### src/hw/rtl/sct_pkg.sv
// sct_pkg: shared types and constants for the sparse coordinate table.
// Used by sct_cell and sparse_coordinate_table; depends on nothing.
package sct_pkg;

	localparam int unsigned IDX_W = 16;
	localparam int unsigned VAL_W = 32;
	localparam int unsigned CNT_W = 7;

	localparam logic CMD_UPDATE = 1'b0;
	localparam logic CMD_READ   = 1'b1;

	localparam logic STATUS_DONE = 1'b0;
	localparam logic STATUS_FULL = 1'b1;

	typedef struct packed {
		logic                    cmd;
		logic [IDX_W-1:0]        row;
		logic [IDX_W-1:0]        col;
		logic signed [VAL_W-1:0] new_val;
	} in_item_t;

	typedef struct packed {
		logic signed [VAL_W-1:0] read_val;
		logic                    status;
		logic [CNT_W-1:0]        entry_count;
	} out_item_t;

	// per-cycle command broadcast to every cell
	typedef struct packed {
		logic capture;
		logic ins;
		logic del;
		logic wr;
	} cell_ctl_t;

endpackage

### src/hw/rtl/sct_cell.sv
// sct_cell: one entry of the sorted chain; compares against the broadcast key
// and shifts toward either neighbor on insert or remove. Depends on sct_pkg.
module sct_cell #(
	parameter int unsigned KW = 16
) (
	input  logic                             clk,
	input  logic                             arst_n,
	input  sct_pkg::cell_ctl_t               ctl,
	input  logic [KW-1:0]                    key_row,
	input  logic [KW-1:0]                    key_col,
	input  logic signed [sct_pkg::VAL_W-1:0] new_val,
	input  logic                             l_valid,
	input  logic [KW-1:0]                    l_row,
	input  logic [KW-1:0]                    l_col,
	input  logic signed [sct_pkg::VAL_W-1:0] l_val,
	input  logic                             l_ge,
	input  logic                             r_valid,
	input  logic [KW-1:0]                    r_row,
	input  logic [KW-1:0]                    r_col,
	input  logic signed [sct_pkg::VAL_W-1:0] r_val,
	output logic                             valid,
	output logic [KW-1:0]                    row,
	output logic [KW-1:0]                    col,
	output logic signed [sct_pkg::VAL_W-1:0] val,
	output logic                             ge,
	output logic                             eq,
	output logic signed [sct_pkg::VAL_W-1:0] hit_val
);

	logic                             valid_q;
	logic [KW-1:0]                    row_q;
	logic [KW-1:0]                    col_q;
	logic signed [sct_pkg::VAL_W-1:0] val_q;
	logic                             ge_q;
	logic                             eq_q;
	logic signed [sct_pkg::VAL_W-1:0] hv_q;
	logic                             ge_c;
	logic                             eq_c;

	// empty cells sort after every key
	assign ge_c = !valid_q || (row_q > key_row) || (row_q == key_row && col_q >= key_col);
	assign eq_c = valid_q && row_q == key_row && col_q == key_col;

	always_ff @(posedge clk or negedge arst_n) begin
		if (!arst_n) begin
			valid_q <= 1'b0;
			ge_q    <= 1'b0;
			eq_q    <= 1'b0;
		end else begin
			if (ctl.capture) begin
				ge_q <= ge_c;
				eq_q <= eq_c;
			end
			if (ctl.ins) begin
				if (l_ge) begin
					valid_q <= l_valid;
				end else if (ge_q) begin
					valid_q <= 1'b1;
				end
			end else if (ctl.del && ge_q) begin
				valid_q <= r_valid;
			end
		end
	end

	always_ff @(posedge clk) begin
		if (ctl.capture) begin
			hv_q <= eq_c ? val_q : '0;
		end
		if (ctl.ins) begin
			if (l_ge) begin
				row_q <= l_row;
				col_q <= l_col;
				val_q <= l_val;
			end else if (ge_q) begin
				row_q <= key_row;
				col_q <= key_col;
				val_q <= new_val;
			end
		end else if (ctl.del) begin
			if (ge_q) begin
				row_q <= r_row;
				col_q <= r_col;
				val_q <= r_val;
			end
		end else if (ctl.wr && eq_q) begin
			val_q <= new_val;
		end
	end

	assign valid   = valid_q;
	assign row     = row_q;
	assign col     = col_q;
	assign val     = val_q;
	assign ge      = ge_q;
	assign eq      = eq_q;
	assign hit_val = hv_q;

endmodule

### config.mk
export PLATFORM = sky130hd
export DESIGN_NAME = sct_cell
export DESIGN_NICKNAME = d
export VERILOG_FILES = /design/src/hw/rtl/sct_pkg.sv /design/src/hw/rtl/sct_cell.sv
export SDC_FILE = /design/constraint.sdc
export NUM_CORES = 1
export LEC_CHECK = 0
export BUFFER_PORTS_ARGS = -buffer_cell sky130_fd_sc_hd__buf_2
export CORE_ASPECT_RATIO = 1.25
export CORE_MARGIN = 1
export CORE_UTILIZATION = 33
export DETAILED_ROUTE_END_ITERATION = 8
export PLACE_DENSITY = 0.65
export SYNTH_ARGS = -nofsm -noshare
export SYNTH_HDL_FRONTEND = slang
export SYNTH_SLANG_ARGS = --single-unit
### constraint.sdc
create_clock -name clk -period 7.2 [get_ports clk]
set_input_delay 1.08 -clock clk [delete_from_list [all_inputs] [get_ports clk]]
set_output_delay 1.08 -clock clk [all_outputs]
set_load 0.005 [all_outputs]
==> results of run 1 <==
[synth_stat cells (8+ instances only)]
library cell	n
inv_1	33
edfxtp_1	96
nand4_1	8
nand2_1	10
mux2i_1	64
nor2_1	35
a21oi_1	76
a211oi_1	33
nor2b_1	33
ha_1	32
clkbuf_1	20
and2_1	32
[area by class of cell]
cell class	instances	area, sq um
clock buffers	10	229
clock inverters	6	72.6
well taps	220	275
diodes	1	2.50
inverters	33	124
fillers	1664	9140
flip-flops and latches	99	2960
multi-input cells	349	2500
repair buffers	304	1540
[flip-flops by register name, indices dropped and copies added, names as in the netlist]
register and cells:
val 32, valid 1, eq 1, row 16
ge 1, col 16, hit_val 32
[power by group through the flow]
| stage | clock network (W) | registers [W] | logic, W |
|---|---|---|---|
| final | 0.000499 | 0.000731 | 0.000308 |
| after global routing | 0.000536 | 0.000739 | 0.000349 |
| after CTS | 0.000513 | 0.000733 | 0.000314 |
| after detailed placement | 0 | 0.000746 | 0.000312 |
| after global placement | 0 | 0.000742 | 0.000309 |
| after floorplan | 0 | 0.000747 | 0.000144 |
[worst paths after layout]
path                         start           to  slack, ps  cells past startpoint
max                         ctl[2]       col[4]       3770                      5
min                         arst_n           ge        530                      1
max reg2reg                row[10]  hit_val[21]       4400                      5
min reg2reg                     eq           eq        540                      1
max in group asynchronous   arst_n           eq       6560                      1
min in group clk                eq           eq        540                      1
[per-layer routing]
metal / vias up / track usage / part of all wire / wire length [microns]
li1: 2456 / - / - / -
met3: 15 / 0.0405 / 0.068 / 1050
met4: 0 / 0.0581 / 0.013 / 195
met1: 2193 / 0.188 / 0.39 / 5970
met5: - / 0 / 0 / 0
met2: 187 / 0.335 / 0.53 / 8210
[critical path, stage by stage]
cell and delay (ps):
buf_4 420, buf_4 710, o21ai_0 410, nand2_1 380, buf_4 400
[through the flow]
step | power (W) | area [sq um] | setup slack (ps) | hold WS, ps | util
floorplan | 0.000891 | 5700 | 2590 | 525 | -
global placement | 0.00105 | 7400 | 3460 | 524 | 0.439
detailed placement | 0.00106 | 7400 | 3400 | 531 | 0.439
CTS | 0.00156 | 7700 | 3760 | 517 | 0.457
global route | 0.00162 | 7700 | 3520 | 516 | 0.457
finish | 0.00154 | 7700 | 3770 | 527 | 0.457
[cell usage in the layout (no fill, tap or decap), drive strengths merged, types with 3 or more instances in the layout]
master and instances:
a211oi 33, a21o 3, a21oi 76, and2 33, buf 304, clkbuf 10
clkinvlp 3, dfrtp 3, edfxtp 96, ha 32, inv 35, mux2i 64
nand2 10, nand3 3, nand4 8, nor2 35, nor2b 33, o21ai 6
[logic make-up after synthesis]
logic type,share of synthesized area
compound gates,0.132
fa+ha+maj,0.0702
buf+inv,0.0445
flops,0.519
mux,0.114
simple gates,0.120
==> out/metrics.cfg, run 1 <==
[run_status]
status = completed

[finish]
layout.nets = 1029
syn_to_final_growth_pct = 35.1
drive_gt1_frac = 0.406
final_cells = 1022

[clock_network]
cts-htree-levels = 3
clk_pin_slew_ps = 70
clock_latency_ps = 350
cts_tree = done
clock-sinks = 99
hold_buffers = 0
clk_path_buf_depth = 2
post-cts-setup-buffers = 0
clock-root-buffer = clkbuf_16
cts_buffers = 9
cts.repair.resized = 0

[timing]
slew_violations = 0
slew_headroom = 0.272
fin_tns_setup_ps = 0
hold_viol_final = 0
rsz0062_at_grt = no
fin_crit_ps = 3430
setup_violations = 0
fmax_mhz = 291
clock_skew_ps = 10.7
period_share = 0.477
worstMarginPinSlew_ps = 1090

[route]
vias = 4851
avgRoutedWirePerCell_microns = 15.1
routed_wl_microns = 15400
drt_first_pass_iters = 4
ant_nets = 0
drtIter0Drc = 194
drc = 0
viasPerCell = 4.75

[logic_synthesis]
synth_warnings = 0
synth_fp_nets = 746
netlist_instances = 513
synth.yosys.seq_area_share = 0.519
synth_seq_cells = 99
synth.avg_cell_area_sq_um = 11.1
synth.cell_area_sq_um = 5700
async_flop_share = 0.0303
synthTopCellsByArea = edfxtp_1, mux2i_1, ha_1, a21oi_1, a211oi_1
synth_edf_count = 96
synth_top_cell_area_share = 0.505
synth_cell_type_count = 32
ys.flop_type = edfxtp_1
synth_top_area_cell = edfxtp_1

[place]
gp_congestion = 0.759
dp_cells = 1005
hpwl_microns = 11900
port_buffers = 299

[critical_path]
worst_setup_path_end_kind = flop
crit_fanout = 82
start_kind = input port
critPathKind = input port to flop
cp_data_required_time_ps = 7220
arrival_ps = 3450

[floorplanning]
num_rows = 53
dieArea_sq_um = 17800
initial_core_util = 0.339
core_sq_um = 16800
die_w_microns = 120
pin_count = 300
die_y_microns = 149

[power_and_ir_drop]
comb_power_share = 0.200
p_int_w = 0.00112
p_sw_w = 0.000417
p_leak_nw = 3.63
ir_drop_mv = 0.102
powerDensity_nw_per_um2 = 200
pwr-share-clk = 0.325
netSwitchingFraction = 0.271
p_seq_frac = 0.475

[grt]
grt_antenna_before_repair = 1
grt_pass1_wl_microns = 24100
grt_overflow = 0
grt_pass1_vias = 4865
track_usage = 0.176
grt_max_degree = 83

[min_path]
hold_class = input port to asynchronous set/reset pin

[flow_run]
drv_cap = 0

Power figures use the tool's default switching activity.
==> run 2, diff against run 1 <==
Settings changed: PLACE_DENSITY 0.65 to 0.67.
Clock period 7.2 ns to 2.79 ns, I/O delays scaled along.
==> out/metrics.cfg, run 2 (synthesis gave the netlist of run 1 again) <==
[grt]
track_usage = 0.172  ; was 0.176
grt_antenna_before_repair = 2  ; was 1
grt_pass1_wl_microns = 23600  ; was 24100 microns
grt_overflow = 0  ; unchanged
grt_pass1_vias = 4754  ; was 4865
grt_max_degree = 131  ; was 83

[floorplanning]
core_sq_um = 16800  ; unchanged
dieArea_sq_um = 17800  ; unchanged
die_y_microns = 149  ; unchanged
initial_core_util = 0.339  ; unchanged
num_rows = 53  ; unchanged
die_w_microns = 120  ; unchanged
pin_count = 300  ; unchanged

[timing]
rsz0062_at_grt = no  ; unchanged
fin_crit_ps = 2230
fmax_mhz = 448
fin_tns_setup_ps = 0  ; unchanged
slew_violations = 0  ; unchanged
hold_viol_final = 0  ; unchanged
period_share = 0.800
clock_skew_ps = 8.17  ; was 10.7 ps
slew_headroom = 0.609  ; was 0.272
layout_setup_ws_ps = 558  ; was 3770 ps
setup_violations = 0  ; unchanged
worstMarginPinSlew_ps = 584  ; was 1090 ps

[finish]
fin_util = 0.461  ; was 0.457
layout.nets = 1032  ; was 1029
syn_to_final_growth_pct = 36.1  ; was 35.1%
final_cell_mix = buf_2, edfxtp_1, a21oi_1, mux2i_1, nor2_1  ; unchanged
final_common_cell = buf_2  ; unchanged
drive_gt1_frac = 0.407  ; was 0.406

[critical_path]
crit_fanout = 3  ; was 82
cp_data_required_time_ps = 3020  ; was 7220 ps
critPathKind = flop to flop  ; was input port to flop
arrival_ps = 2470  ; was 3450 ps
worst_setup_path_end_kind = flop  ; unchanged
start_kind = flop  ; was input port

[clock_network]
clk_path_buf_depth = 2  ; unchanged
cts.repair.resized = 0  ; unchanged
clk_pin_slew_ps = 70  ; about the same
cts_tree = done  ; unchanged
clock-root-buffer = clkbuf_16  ; unchanged
cts-htree-levels = 3  ; unchanged
cts_buffers = 9  ; unchanged
clock_latency_ps = 350  ; about the same
clock-sinks = 99  ; unchanged

[min_path]
hold_class = input port to flop  ; was input port to asynchronous set/reset pin

[route]
drtIter0Drc = 184  ; was 194
viasPerCell = 4.77  ; was 4.75
avgRoutedWirePerCell_microns = 14.8  ; was 15.1 microns
routed_wl_microns = 15200  ; was 15400 microns
drc = 0  ; unchanged
drt_first_pass_iters = 4  ; unchanged
ant_nets = 0  ; unchanged
vias = 4899  ; was 4851

[power_and_ir_drop]
powerDensity_nw_per_um2 = 502  ; was 200 nW/um^2
ir_drop_mv = 0.240  ; was 0.102 mV
p_leak_nw = 3.67  ; was 3.63 nW

[flow_run]
drv_cap = 0  ; unchanged

[place]
gp_congestion = 0.756  ; was 0.759
hpwl_microns = 11700  ; was 11900 microns
place_ws_ps = 409  ; was 3400 ps
port_buffers = 299  ; unchanged

[run_status]
status = completed  ; unchanged

[run 2: layer usage]
layer	wire, microns	part of all wire	GRT usage
met5	0	0	0
met4	337	0.022	0.0750
met3	1050	0.069	0.0417
met2	7820	0.51	0.316
met1	6010	0.39	0.186
[run 2: final cells by class]
class	count	area, sq um
Timing Repair Buffer	307	1610
Sequential cell	99	2960
Tap cell	220	275
Fill cell	1639	9080
Clock buffer	9	225
Clock inverter	6	57.6
Multi-Input combinational cell	349	2500
Inverter	33	124
Antenna cell	3	7.51
[run 2: power breakdown]
part	switching, W	total, W	internal [W]
sequential	0.0000668	0.00188	0.00181
combinational	0.000429	0.000813	0.000384
clock	0.000581	0.00120	0.000621
total	0.00108	0.00389	0.00282
[run 2: metrics by stage]
stage,cells,area [sq um],total power (W),hold slack [ps]
after global routing,1025,7760,0.00411,382
final,1026,7760,0.00389,387
after global placement,1007,7460,0.00273,217
after detailed placement,1007,7460,0.00274,217
after CTS,1023,7760,0.00396,366
after floorplan,513,5710,0.00230,123
[run 2: worst max-delay path, stage by stage (launching register included)]
cell and delay, ps:
edfxtp_1 420, ha_1 320, nand4_1 160, or4_4 610
a2111oi_0 290, o221ai_1 180, o221a_2 150
[run 2: final timing paths]
kind | from | end | slack, ps | cells after the start
setup / recovery | row[11] | ge | 560 | 6
hold / removal | r_row[5] | row[5] | 390 | 3
setup reg to reg | row[11] | ge | 560 | 6
hold reg to reg | eq | eq | 540 | 1
max in group asynchronous | arst_n | valid | 2260 | 2
min in group asynchronous | arst_n | eq | 420 | 2
[run 2: timing repair]
action / in CTS / in global routing
buffers inserted: 0 / 0
setup endpoints to repair: 0 / 0
endpoints found under the hold margin: 3 / 0
hold buffers: 1 / 0
